## config.mk

```make
export PLATFORM = sky130hd
export DESIGN_NAME = linear_actuator_position_controller_flat
export DESIGN_NICKNAME = d
export VERILOG_FILES = /design/src/hdl/lapc_pkg.sv /design/src/hdl/lapc_cfg_if.sv /design/src/hdl/lapc_req_if.sv /design/src/hdl/lapc_rsp_if.sv /design/src/hdl/lapc_ctrl.sv /design/src/hdl/lapc_dpath.sv /design/src/hdl/linear_actuator_position_controller.sv /design/src/flat_wrapper.sv
export SDC_FILE = /design/constraint.sdc
export NUM_CORES = 1
export LEC_CHECK = 0
export BUFFER_PORTS_ARGS = -buffer_cell sky130_fd_sc_hd__buf_2
export CORE_UTILIZATION = 56
export CTS_CLUSTER_DIAMETER = 40
export DETAILED_ROUTE_END_ITERATION = 8
export PLACE_DENSITY = 0.76
export SLEW_MARGIN = 20
export SYNTH_ARGS = -nofsm -noshare
export SYNTH_HDL_FRONTEND = slang
export SYNTH_SLANG_ARGS = --single-unit
```

## constraint.sdc

```tcl
create_clock -name clk -period 8.4 [get_ports clk]
set_clock_uncertainty 0.15 [all_clocks]
set_input_delay 0.84 -clock clk [delete_from_list [all_inputs] [get_ports clk]]
set_output_delay 0.84 -clock clk [all_outputs]
set_load 0.01 [all_outputs]
```

## src/hdl/lapc_pkg.sv

```systemverilog
// ----------------------------------------------------------------------------
// lapc_pkg
// Shared widths, codes and control structs of the actuator position controller.
// ----------------------------------------------------------------------------
package lapc_pkg;

	localparam int REQ_W      = 2;
	localparam int TGT_W      = 10;
	localparam int DIR_W      = 2;
	localparam int POWER_W    = 8;
	localparam int MODE_W     = 2;
	localparam int STROKE_W   = 10;
	localparam int TOL_W      = 6;
	localparam int STABLE_W   = 8;
	localparam int CFG_IDX_W  = 2;
	localparam int CFG_DATA_W = 10;

	typedef enum logic [REQ_W-1:0] {
		REQ_TICK = 2'd0,
		REQ_CAL  = 2'd1,
		REQ_SET  = 2'd2
	} lapc_req_t;

	typedef enum logic [DIR_W-1:0] {
		DIR_STOP    = 2'd0,
		DIR_EXTEND  = 2'd1,
		DIR_RETRACT = 2'd2
	} lapc_dir_t;

	typedef enum logic [MODE_W-1:0] {
		MODE_IDLE    = 2'd0,
		MODE_CAL_OUT = 2'd1,
		MODE_CAL_IN  = 2'd2,
		MODE_POS     = 2'd3
	} lapc_mode_t;

	typedef enum logic [CFG_IDX_W-1:0] {
		CFG_MAX_POWER   = 2'd0,
		CFG_FULL_STROKE = 2'd1,
		CFG_TOLERANCE   = 2'd2,
		CFG_STABLE      = 2'd3
	} lapc_cfg_t;

	localparam logic [POWER_W-1:0]  RST_MAX_POWER   = 8'd255;
	localparam logic [STROKE_W-1:0] RST_FULL_STROKE = 10'd200;
	localparam logic [TOL_W-1:0]    RST_TOLERANCE   = 6'd1;
	localparam logic [STABLE_W-1:0] RST_STABLE      = 8'd20;
	localparam logic [STABLE_W-1:0] STABLE_SAT      = 8'd255;

	// controller to datapath
	typedef struct packed {
		logic capture;      // latch the accepted request
		logic exec_commit;  // apply tick / calibrate / unused request, load result
		logic mul_load;     // clamp target and register the span product
		logic div_init;     // seed the long division
		logic div_step;     // one quotient bit
		logic tgt_commit;   // write target, enter positioning, load result
	} lapc_cmd_t;

	// datapath to controller
	typedef struct packed {
		logic req_is_set;
	} lapc_status_t;

endpackage

```

## src/hdl/lapc_cfg_if.sv

```systemverilog
// ----------------------------------------------------------------------------
// lapc_cfg_if
// Configuration write channel: register index and write data.
// ----------------------------------------------------------------------------
interface lapc_cfg_if import lapc_pkg::*; ();
	logic                  valid;
	logic                  ready;
	logic [CFG_IDX_W-1:0]  reg_index;
	logic [CFG_DATA_W-1:0] wdata;

	modport source (output valid, reg_index, wdata, input ready);
	modport sink   (input valid, reg_index, wdata, output ready);
endinterface

```

## src/hdl/lapc_req_if.sv

```systemverilog
// ----------------------------------------------------------------------------
// lapc_req_if
// Request channel: sample tick, start calibration or set target.
// ----------------------------------------------------------------------------
interface lapc_req_if import lapc_pkg::*; #(
	parameter int ADC_BITS = 10
) ();
	logic                valid;
	logic                ready;
	logic [REQ_W-1:0]    req_type;
	logic [ADC_BITS-1:0] adc_sample;
	logic [TGT_W-1:0]    target_mm;

	modport source (output valid, req_type, adc_sample, target_mm, input ready);
	modport sink   (input valid, req_type, adc_sample, target_mm, output ready);
endinterface

```

## src/hdl/lapc_rsp_if.sv

```systemverilog
// ----------------------------------------------------------------------------
// lapc_rsp_if
// Result channel: motor direction, duty, mode and at-target flag.
// ----------------------------------------------------------------------------
interface lapc_rsp_if import lapc_pkg::*; ();
	logic               valid;
	logic               ready;
	logic [DIR_W-1:0]   drive_dir;
	logic [POWER_W-1:0] drive_power;
	logic [MODE_W-1:0]  mode_now;
	logic               at_target;

	modport source (output valid, drive_dir, drive_power, mode_now, at_target, input ready);
	modport sink   (input valid, drive_dir, drive_power, mode_now, at_target, output ready);
endinterface

```

## src/hdl/lapc_ctrl.sv

```systemverilog
// ----------------------------------------------------------------------------
// lapc_ctrl
// Sequencer: request acceptance, division step count, result valid.
// ----------------------------------------------------------------------------
module lapc_ctrl import lapc_pkg::*; #(
	parameter int ADC_BITS = 10
) (
	input  logic         clk,
	input  logic         arst_n,
	input  logic         req_valid,
	output logic         req_ready,
	output logic         rsp_valid,
	input  logic         rsp_ready,
	input  lapc_status_t status,
	output lapc_cmd_t    cmd
);

	localparam int CNT_W = $clog2(ADC_BITS);

	typedef enum logic [4:0] {
		ST_IDLE = 5'b00001,
		ST_EXEC = 5'b00010,
		ST_LOAD = 5'b00100,
		ST_DIV  = 5'b01000,
		ST_DONE = 5'b10000
	} lapc_state_t;

	lapc_state_t      state_q, state_nx;
	logic [CNT_W-1:0] cnt_q;
	logic             rsp_valid_q;
	logic             out_free;

	assign out_free  = !rsp_valid_q || rsp_ready;
	assign req_ready = (state_q == ST_IDLE);
	assign rsp_valid = rsp_valid_q;

	always_comb begin
		state_nx = state_q;
		cmd      = '0;
		case (state_q)
			ST_IDLE: begin
				if (req_valid) begin
					cmd.capture = 1'b1;
					state_nx    = ST_EXEC;
				end
			end
			ST_EXEC: begin
				if (status.req_is_set) begin
					cmd.mul_load = 1'b1;
					state_nx     = ST_LOAD;
				end else if (out_free) begin
					cmd.exec_commit = 1'b1;
					state_nx        = ST_IDLE;
				end
			end
			ST_LOAD: begin
				cmd.div_init = 1'b1;
				state_nx     = ST_DIV;
			end
			ST_DIV: begin
				cmd.div_step = 1'b1;
				if (cnt_q == '0) begin
					state_nx = ST_DONE;
				end
			end
			ST_DONE: begin
				if (out_free) begin
					cmd.tgt_commit = 1'b1;
					state_nx       = ST_IDLE;
				end
			end
			default: begin
				state_nx = ST_IDLE;
			end
		endcase
	end

	always_ff @(posedge clk or negedge arst_n) begin
		if (!arst_n) begin
			state_q     <= ST_IDLE;
			cnt_q       <= '0;
			rsp_valid_q <= 1'b0;
		end else begin
			state_q <= state_nx;
			if (cmd.div_init) begin
				cnt_q <= CNT_W'(ADC_BITS - 1);
			end else if (cmd.div_step) begin
				cnt_q <= cnt_q - 1'b1;
			end
			if (cmd.exec_commit || cmd.tgt_commit) begin
				rsp_valid_q <= 1'b1;
			end else if (rsp_ready) begin
				rsp_valid_q <= 1'b0;
			end
		end
	end

endmodule

```

## src/hdl/lapc_dpath.sv

```systemverilog
// ----------------------------------------------------------------------------
// lapc_dpath
// Datapath: configuration, calibration state, target mapping, result register.
// ----------------------------------------------------------------------------
module lapc_dpath import lapc_pkg::*; #(
	parameter int ADC_BITS = 10
) (
	input  logic                  clk,
	input  logic                  arst_n,
	input  logic                  cfg_valid,
	input  logic [CFG_IDX_W-1:0]  cfg_index,
	input  logic [CFG_DATA_W-1:0] cfg_wdata,
	input  logic [REQ_W-1:0]      req_type,
	input  logic [ADC_BITS-1:0]   adc_sample,
	input  logic [TGT_W-1:0]      target_mm,
	input  lapc_cmd_t             cmd,
	output lapc_status_t          status,
	output logic [DIR_W-1:0]      drive_dir,
	output logic [POWER_W-1:0]    drive_power,
	output logic [MODE_W-1:0]     mode_now,
	output logic                  at_target
);

	localparam int PW = TGT_W + ADC_BITS;

	// configuration
	logic [POWER_W-1:0]  max_power_q;
	logic [STROKE_W-1:0] stroke_q;
	logic [TOL_W-1:0]    tol_q;
	logic [STABLE_W-1:0] stable_q;

	// controller state
	lapc_mode_t          mode_q;
	logic [ADC_BITS-1:0] prev_q;
	logic                prev_valid_q;
	logic [STABLE_W-1:0] cnt_q;
	logic [ADC_BITS-1:0] upper_q;
	logic [ADC_BITS-1:0] lower_q;
	logic [ADC_BITS-1:0] target_q;

	// latched request
	logic [REQ_W-1:0]    in_type_q;
	logic [ADC_BITS-1:0] in_sample_q;
	logic [TGT_W-1:0]    in_tgt_q;

	// mapping
	logic [PW-1:0]       prod_q;
	logic                neg_q;
	logic [STROKE_W-1:0] rem_q;
	logic [ADC_BITS-1:0] quo_q;

	// result
	logic [DIR_W-1:0]    out_dir_q;
	logic [POWER_W-1:0]  out_power_q;
	logic [MODE_W-1:0]   out_mode_q;
	logic                out_at_q;

	logic                same, end_stop, near;
	logic [STABLE_W-1:0] cnt_inc, cnt_nx;
	logic [ADC_BITS-1:0] mag;
	lapc_dir_t           dir_raw;
	logic                at_nx;
	lapc_mode_t          mode_nx;
	logic [TGT_W-1:0]    t_cl;
	logic                span_neg;
	logic [ADC_BITS-1:0] abs_span;
	logic [STROKE_W:0]   trial, trial_diff;
	logic                ge;
	logic [ADC_BITS-1:0] tgt_nx;
	logic                drive_on;

	assign status.req_is_set = (in_type_q == REQ_SET);

	// tick, calibrate and unused request
	always_comb begin
		same     = prev_valid_q && (prev_q == in_sample_q);
		cnt_inc  = (cnt_q == STABLE_SAT) ? cnt_q : cnt_q + 1'b1;
		cnt_nx   = same ? cnt_inc : '0;
		end_stop = same && (cnt_nx >= stable_q);
		mag      = (target_q >= in_sample_q) ? target_q - in_sample_q
		                                     : in_sample_q - target_q;
		near     = mag < {{(ADC_BITS-TOL_W){1'b0}}, tol_q};
		dir_raw  = DIR_STOP;
		at_nx    = 1'b0;
		mode_nx  = mode_q;
		case (in_type_q)
			REQ_CAL: begin
				mode_nx = MODE_CAL_OUT;
				dir_raw = DIR_EXTEND;
			end
			REQ_TICK: begin
				case (mode_q)
					MODE_CAL_OUT: begin
						if (end_stop) begin
							mode_nx = MODE_CAL_IN;
							dir_raw = DIR_RETRACT;
						end else begin
							dir_raw = DIR_EXTEND;
						end
					end
					MODE_CAL_IN: begin
						if (end_stop) begin
							mode_nx = MODE_IDLE;
						end else begin
							dir_raw = DIR_RETRACT;
						end
					end
					MODE_POS: begin
						if (near) begin
							mode_nx = MODE_IDLE;
							at_nx   = 1'b1;
						end else if (target_q > in_sample_q) begin
							dir_raw = DIR_EXTEND;
						end else if (target_q < in_sample_q) begin
							dir_raw = DIR_RETRACT;
						end
					end
					default: begin
					end
				endcase
			end
			default: begin
			end
		endcase
		drive_on = (dir_raw != DIR_STOP) && (max_power_q != '0);
	end

	// target mapping: clamp, multiply by span magnitude, divide by stroke, offset from lower_q
	always_comb begin
		t_cl       = (in_tgt_q > stroke_q) ? stroke_q : in_tgt_q;
		span_neg   = upper_q < lower_q;
		abs_span   = span_neg ? lower_q - upper_q : upper_q - lower_q;
		trial      = {rem_q, quo_q[ADC_BITS-1]};
		trial_diff = trial - {1'b0, stroke_q};
		ge         = trial >= {1'b0, stroke_q};
		if (stroke_q == '0) begin
			tgt_nx = lower_q;
		end else if (neg_q) begin
			tgt_nx = lower_q - quo_q;
		end else begin
			tgt_nx = lower_q + quo_q;
		end
	end

	always_ff @(posedge clk or negedge arst_n) begin
		if (!arst_n) begin
			max_power_q  <= RST_MAX_POWER;
			stroke_q     <= RST_FULL_STROKE;
			tol_q        <= RST_TOLERANCE;
			stable_q     <= RST_STABLE;
			mode_q       <= MODE_IDLE;
			prev_q       <= '0;
			prev_valid_q <= 1'b0;
			cnt_q        <= '0;
			upper_q      <= '1;
			lower_q      <= '0;
			target_q     <= '0;
		end else begin
			if (cfg_valid) begin
				case (cfg_index)
					CFG_MAX_POWER:   max_power_q <= cfg_wdata[POWER_W-1:0];
					CFG_FULL_STROKE: stroke_q    <= cfg_wdata[STROKE_W-1:0];
					CFG_TOLERANCE:   tol_q       <= cfg_wdata[TOL_W-1:0];
					CFG_STABLE:      stable_q    <= cfg_wdata[STABLE_W-1:0];
					default: begin
					end
				endcase
			end
			if (cmd.exec_commit) begin
				mode_q <= mode_nx;
				if (in_type_q == REQ_CAL) begin
					prev_valid_q <= 1'b0;
					cnt_q        <= '0;
				end else if ((in_type_q == REQ_TICK) &&
				             ((mode_q == MODE_CAL_OUT) || (mode_q == MODE_CAL_IN))) begin
					prev_q       <= in_sample_q;
					prev_valid_q <= 1'b1;
					cnt_q        <= end_stop ? '0 : cnt_nx;
					if (end_stop && (mode_q == MODE_CAL_OUT)) begin
						upper_q <= in_sample_q;
					end
					if (end_stop && (mode_q == MODE_CAL_IN)) begin
						lower_q <= in_sample_q;
					end
				end
			end
			if (cmd.tgt_commit) begin
				target_q <= tgt_nx;
				mode_q   <= MODE_POS;
			end
		end
	end

	// request latch, division and result payload: no reset needed
	always_ff @(posedge clk) begin
		if (cmd.capture) begin
			in_type_q   <= req_type;
			in_sample_q <= adc_sample;
			in_tgt_q    <= target_mm;
		end
		if (cmd.mul_load) begin
			prod_q <= PW'(t_cl) * PW'(abs_span);
			neg_q  <= span_neg;
		end
		if (cmd.div_init) begin
			rem_q <= prod_q[PW-1:ADC_BITS];
			quo_q <= prod_q[ADC_BITS-1:0];
		end else if (cmd.div_step) begin
			rem_q <= ge ? trial_diff[STROKE_W-1:0] : trial[STROKE_W-1:0];
			quo_q <= {quo_q[ADC_BITS-2:0], ge};
		end
		if (cmd.exec_commit) begin
			out_dir_q   <= drive_on ? dir_raw : DIR_STOP;
			out_power_q <= drive_on ? max_power_q : '0;
			out_mode_q  <= mode_nx;
			out_at_q    <= at_nx;
		end else if (cmd.tgt_commit) begin
			out_dir_q   <= DIR_STOP;
			out_power_q <= '0;
			out_mode_q  <= MODE_POS;
			out_at_q    <= 1'b0;
		end
	end

	assign drive_dir   = out_dir_q;
	assign drive_power = out_power_q;
	assign mode_now    = out_mode_q;
	assign at_target   = out_at_q;

endmodule

```

## src/hdl/linear_actuator_position_controller.sv

```systemverilog
// ----------------------------------------------------------------------------
// linear_actuator_position_controller
// Bang-bang position loop for a pot-fed linear actuator with end-stop calibration.
// ----------------------------------------------------------------------------
// Usage:
//   req  : one beat per request. req_type 0 is an ADC sample tick (adc_sample),
//          1 starts calibration, 2 sets a target in mm (target_mm).
//   rsp  : exactly one beat per request: drive_dir, drive_power, mode_now and
//          at_target as they stand after that request.
//   cfg  : register writes (max_power, full_stroke_mm, position_tolerance,
//          stable_samples by index 0..3); always ready, write only while idle.
// Sequence:
//   A tick, calibrate or unused request is latched on accept, then evaluated
//   and its result loaded before the next request can be accepted.
//   Set target forms the span product, then runs the long division of the
//   span product by the stroke, one quotient bit per cycle, before loading.
// Reset: control state and configuration go to defaults at once, data registers
//   do not; the first request can be taken in the cycle after arst_n rises.
// Stall: the result sits in an output register; one more request is latched
//   while it waits, and its result load holds until rsp is taken.
// ----------------------------------------------------------------------------
module linear_actuator_position_controller import lapc_pkg::*; #(
	parameter int ADC_BITS = 10
) (
	input logic       clk,
	input logic       arst_n,
	lapc_cfg_if.sink  cfg,
	lapc_req_if.sink  req,
	lapc_rsp_if.source rsp
);

	lapc_cmd_t    cmd;
	lapc_status_t status;

	// configuration writes never stall
	assign cfg.ready = 1'b1;

	// sequencer: accept, division count, result valid
	lapc_ctrl #(
		.ADC_BITS (ADC_BITS)
	) u_ctrl (
		.clk       (clk),
		.arst_n    (arst_n),
		.req_valid (req.valid),
		.req_ready (req.ready),
		.rsp_valid (rsp.valid),
		.rsp_ready (rsp.ready),
		.status    (status),
		.cmd       (cmd)
	);

	// datapath: registers, calibration, mapping, result payload
	lapc_dpath #(
		.ADC_BITS (ADC_BITS)
	) u_dpath (
		.clk         (clk),
		.arst_n      (arst_n),
		.cfg_valid   (cfg.valid && cfg.ready),
		.cfg_index   (cfg.reg_index),
		.cfg_wdata   (cfg.wdata),
		.req_type    (req.req_type),
		.adc_sample  (req.adc_sample),
		.target_mm   (req.target_mm),
		.cmd         (cmd),
		.status      (status),
		.drive_dir   (rsp.drive_dir),
		.drive_power (rsp.drive_power),
		.mode_now    (rsp.mode_now),
		.at_target   (rsp.at_target)
	);

	// duty is nonzero exactly when the motor is driven
	a_power_dir: assert property (@(posedge clk) disable iff (!arst_n)
		rsp.valid |-> ((rsp.drive_dir == DIR_STOP) == (rsp.drive_power == '0)))
		else $error("drive_power does not match drive_dir");

	// reaching the target stops the motor and drops back to idle
	a_at_target: assert property (@(posedge clk) disable iff (!arst_n)
		(rsp.valid && rsp.at_target) |->
			((rsp.drive_dir == DIR_STOP) && (rsp.mode_now == MODE_IDLE)))
		else $error("at_target without stop in idle");

	// calibrate-extend mode never reports a retract
	a_cal_dir: assert property (@(posedge clk) disable iff (!arst_n)
		(rsp.valid && (rsp.mode_now == MODE_CAL_OUT)) |-> (rsp.drive_dir != DIR_RETRACT))
		else $error("retract reported in calibrate-extend mode");

	// a new request is taken only once the previous one has been evaluated
	a_one_in_flight: assert property (@(posedge clk) disable iff (!arst_n)
		(req.valid && req.ready) |=> !req.ready)
		else $error("request accepted on back-to-back cycles");

endmodule
```

## src/flat_wrapper.sv

```systemverilog
// flat-port wrapper written by rule: the top's interface ports become plain ports
module linear_actuator_position_controller_flat import lapc_pkg::*;
#(
	parameter int ADC_BITS = 10
)
  (clk, arst_n, cfg_valid, cfg_reg_index, cfg_wdata, cfg_ready, req_valid, req_req_type, req_adc_sample, req_target_mm, req_ready, rsp_valid, rsp_drive_dir, rsp_drive_power, rsp_mode_now, rsp_at_target, rsp_ready);
  lapc_cfg_if cfg_i ();
  lapc_req_if #(.ADC_BITS(ADC_BITS)) req_i ();
  lapc_rsp_if rsp_i ();
  input logic clk;
  input logic arst_n;
  input wire logic [$bits(cfg_i.valid)-1:0] cfg_valid;
  input wire logic [$bits(cfg_i.reg_index)-1:0] cfg_reg_index;
  input wire logic [$bits(cfg_i.wdata)-1:0] cfg_wdata;
  output wire logic [$bits(cfg_i.ready)-1:0] cfg_ready;
  input wire logic [$bits(req_i.valid)-1:0] req_valid;
  input wire logic [$bits(req_i.req_type)-1:0] req_req_type;
  input wire logic [$bits(req_i.adc_sample)-1:0] req_adc_sample;
  input wire logic [$bits(req_i.target_mm)-1:0] req_target_mm;
  output wire logic [$bits(req_i.ready)-1:0] req_ready;
  output wire logic [$bits(rsp_i.valid)-1:0] rsp_valid;
  output wire logic [$bits(rsp_i.drive_dir)-1:0] rsp_drive_dir;
  output wire logic [$bits(rsp_i.drive_power)-1:0] rsp_drive_power;
  output wire logic [$bits(rsp_i.mode_now)-1:0] rsp_mode_now;
  output wire logic [$bits(rsp_i.at_target)-1:0] rsp_at_target;
  input wire logic [$bits(rsp_i.ready)-1:0] rsp_ready;
  assign cfg_i.valid = cfg_valid;
  assign cfg_i.reg_index = cfg_reg_index;
  assign cfg_i.wdata = cfg_wdata;
  assign cfg_ready = cfg_i.ready;
  assign req_i.valid = req_valid;
  assign req_i.req_type = req_req_type;
  assign req_i.adc_sample = req_adc_sample;
  assign req_i.target_mm = req_target_mm;
  assign req_ready = req_i.ready;
  assign rsp_valid = rsp_i.valid;
  assign rsp_drive_dir = rsp_i.drive_dir;
  assign rsp_drive_power = rsp_i.drive_power;
  assign rsp_mode_now = rsp_i.mode_now;
  assign rsp_at_target = rsp_i.at_target;
  assign rsp_i.ready = rsp_ready;
  linear_actuator_position_controller #(.ADC_BITS(ADC_BITS)) u_core (.clk(clk), .arst_n(arst_n), .cfg(cfg_i), .req(req_i), .rsp(rsp_i));
endmodule
```

==> results_dict.tcl <==
set metrics [dict create \
    outcome "complete, no violations" \
    reg2reg_depth 28 \
    fin_ws_ps 260 \
    crit_path_end_kind "flip-flop" \
    start_util_pct 57.3 \
    first_global_vias 10300 \
    clock-root-buffer "clkbuf_16" \
    regToRegStartpoint "u_core.u_dpath.upper_q[5]$_DFFE_PN1P_" \
    critPathSlowestCell "fa_1" \
    grt_first_pass_wirelength_um 52000 \
    reg2reg_slack_ps 260 \
    drc_errors 0 \
    dpl.cell_count 1737 \
    cts.sinks 169 \
    crit_family "adder cells" \
    worstSkewPairLatency_ps 440 \
    fin_cells 1776 \
    synthDistinctLibCells 78 \
    synth_edf_count 76 \
    yosys_warnings 0 \
    power_per_cell_area_nw_per_um2 179 \
    antenna_found_initial 0 \
    io_pins 55 \
    portBuffers 53 \
    dieArea_um2 24700 \
    synth_ff_type "edfxtp_1" \
    layout-drive-gt1-share_pct 16.2 \
    timing.rr.end "u_core.u_dpath.prod_q[18]$_DFFE_PP_" \
    path_clk_slew_ps 80 \
    vias 10200 \
    cts_tree "done" \
    ant_nets 0 \
    ys_seq_area_share_pct 34.4 \
    design.core.area_um2 23500 \
    period_needed_ps 8140 \
    final-setup-viol-count 0 \
    routed_wl_um 32200 \
    total_power_mw 2.68 \
    place.gp.congestion 0.908 \
    wl_per_cell_um 18.1 \
    cp.arrival_ps 8180 \
    whs_ps 122 \
    fmax_mhz 123 \
    worst_pin_slew_ps 1140 \
    worstPathRequired_ps 8440 \
    cts_buffers 17 \
    syn_nets 1618 \
    hpwl_um 25100 \
    drt-pass1-iter-count 5 \
    slowest_delay_ps 560 \
    utilization_pct 63.5 \
    ys_async_sr_fraction_pct 55.0 \
    synth_cells 1369 \
    finalMaxSlewViolations 0 \
    cts_max_level 4 \
    drtIter0Drc 821 \
    die_w_um 157 \
    holdBufCountCts 0 \
    syn_area_um2 13500 \
    avgViaCountPerCell 5.75 \
    crit_fanout 9 \
    n_antenna_cell 0 \
    chipHeight_um 157 \
    vdd_drop_max_mv 0.104 \
    post-place-ws_ps -99.5 \
    final_cell_area_um2 15000 \
    p_leak_nw 7.06 \
    grt_max_degree 77 \
    row_count 56 \
    synth-seq-cells 169 \
    path_common_cell "fa_1" \
    path_buf_inv 5 \
    slew_headroom_pct 23.8 \
    cts.path.max_buffers 2 \
    path_class "reg2reg" \
    post-route-period-util_pct 96.9 \
    grt.total_usage_pct 27.5 \
    grt_remaining_overflow 0 \
    max-cap-violations 0 \
    syn_to_final_growth_pct 10.9 \
    synth_area_per_cell_um2 9.85 \
    worst_hold_path_type "in2async" \
    crit_path_start_kind "flip-flop" \
    num-nets-final 1693 \
    dpl_cell_area_um2 14200 \
    setup_tns_ps 0 \
    timing_hold_violations_final 0 \
]
[cell usage in the layout (no fill, tap or decap), types with 11 or more instances in the layout]
cell type,synthesis,final
nand2_1,104,104
o21ai_0,68,67
nand4_1,13,13
a21o_1,24,24
nand3_1,28,27
buf_4,1,30
xor2_1,11,11
nor2_1,138,137
buf_2,2,52
fa_1,68,67
mux2i_1,31,30
and2_1,14,14
mux2_2,48,48
edfxtp_1,76,76
nor4_1,11,11
o21a_1,16,16
nor2b_1,15,15
xnor2_1,54,54
nor3_1,13,13
or2_2,12,12
nand2b_1,24,23
inv_1,150,149
clkbuf_16,0,17
dfstp_2,25,25
a21oi_1,68,63
ha_1,142,140
dfrtp_1,68,68
[Yosys cell counts, types with 28 or more instances]
library cell / count / share of area (%)
nand2_1: 104 / 2.9
nor2_1: 138 / 3.8
ha_1: 142 / 13
edfxtp_1: 76 / 17
o21ai_0: 68 / 2.5
mux2_2: 48 / 4.0
a21oi_1: 68 / 2.5
dfrtp_1: 68 / 13
mux2i_1: 31 / 2.3
inv_1: 150 / 4.2
xnor2_1: 54 / 3.5
nand3_1: 28 / 1.0
fa_1: 68 / 10
[where the power goes]
group	internal, mW	switching (mW)	leakage, nW	total [mW]
Clock	0.397	0.366	0.270	0.763
Sequential	0.989	0.0849	1.83	1.07
Combinational	0.346	0.495	4.96	0.842
Total	1.73	0.946	7.06	2.68
[state kept, by name (all words and copies together), names as in the netlist, 10 cells and up]
| register | flops |
|---|---|
| u_core.u_dpath.prev_q | 10 |
| u_core.u_dpath.quo_q | 10 |
| u_core.u_dpath.target_q | 10 |
| u_core.u_dpath.in_sample_q | 10 |
| u_core.u_dpath.lower_q | 10 |
| u_core.u_dpath.stroke_q | 10 |
| u_core.u_dpath.rem_q | 10 |
| u_core.u_dpath.prod_q | 20 |
| u_core.u_dpath.upper_q | 10 |
| u_core.u_dpath.in_tgt_q | 10 |
[per-layer routing]
layer	global-route usage, %	wire [um]	part of all wire (%)
met3	5.29	1800	5.6
met1	35.9	14100	44
met2	46.2	15600	48
met4	8.74	739	2.3
met5	0	0	0
[worst max path at each step]
stage | cells after the start | from | end | slack, ps
3_3_place_gp | 28 | u_core.u_dpath.upper_q[6]$_DFFE_PN1P_ | u_core.u_dpath.prod_q[19]$_DFFE_PP_ | 100
6_report | 28 | u_core.u_dpath.upper_q[5]$_DFFE_PN1P_ | u_core.u_dpath.prod_q[18]$_DFFE_PP_ | 260
3_5_place_dp | 28 | u_core.u_dpath.upper_q[6]$_DFFE_PN1P_ | u_core.u_dpath.prod_q[18]$_DFFE_PP_ | -100
2_1_floorplan | 29 | u_core.u_dpath.upper_q[5]$_DFFE_PN1P_ | u_core.u_dpath.prod_q[19]$_DFFE_PP_ | 350
4_1_cts | 28 | u_core.u_dpath.upper_q[6]$_DFFE_PN1P_ | u_core.u_dpath.prod_q[18]$_DFFE_PP_ | 20
5_1_grt | 28 | u_core.u_dpath.upper_q[5]$_DFFE_PN1P_ | u_core.u_dpath.prod_q[18]$_DFFE_PP_ | -40
[cells by family after synthesis]
kind of cell	Yosys count	share of synthesized area, %
mux	79	6.31
other cells	1	0.0278
buf+inv	179	5.08
fa+ha+maj	210	23.3
flops	169	34.4
simple gates	405	14.2
xor+xnor	67	4.46
compound gates	259	12.2
[final cells by class]
| cell class | instances | area [um2] |
|---|---|---|
| sequential | 169 | 4640 |
| inverter | 151 | 567 |
| timing repair buffer | 84 | 517 |
| multi-input combinational | 1021 | 8280 |
| clock inverter | 12 | 109 |
| fill | 1962 | 8580 |
| clock buffer | 20 | 447 |
| tap | 319 | 399 |
[timing repair]
item                                    4_1_cts  5_1_grt
endpoints found under the setup margin        2        5
pin swaps                                     2       12
endpoints found under the hold margin         0        0
gates resized for setup                       2       23
setup buffers                                 2        5
No activity file was read; power rests on OpenSTA's default activity.
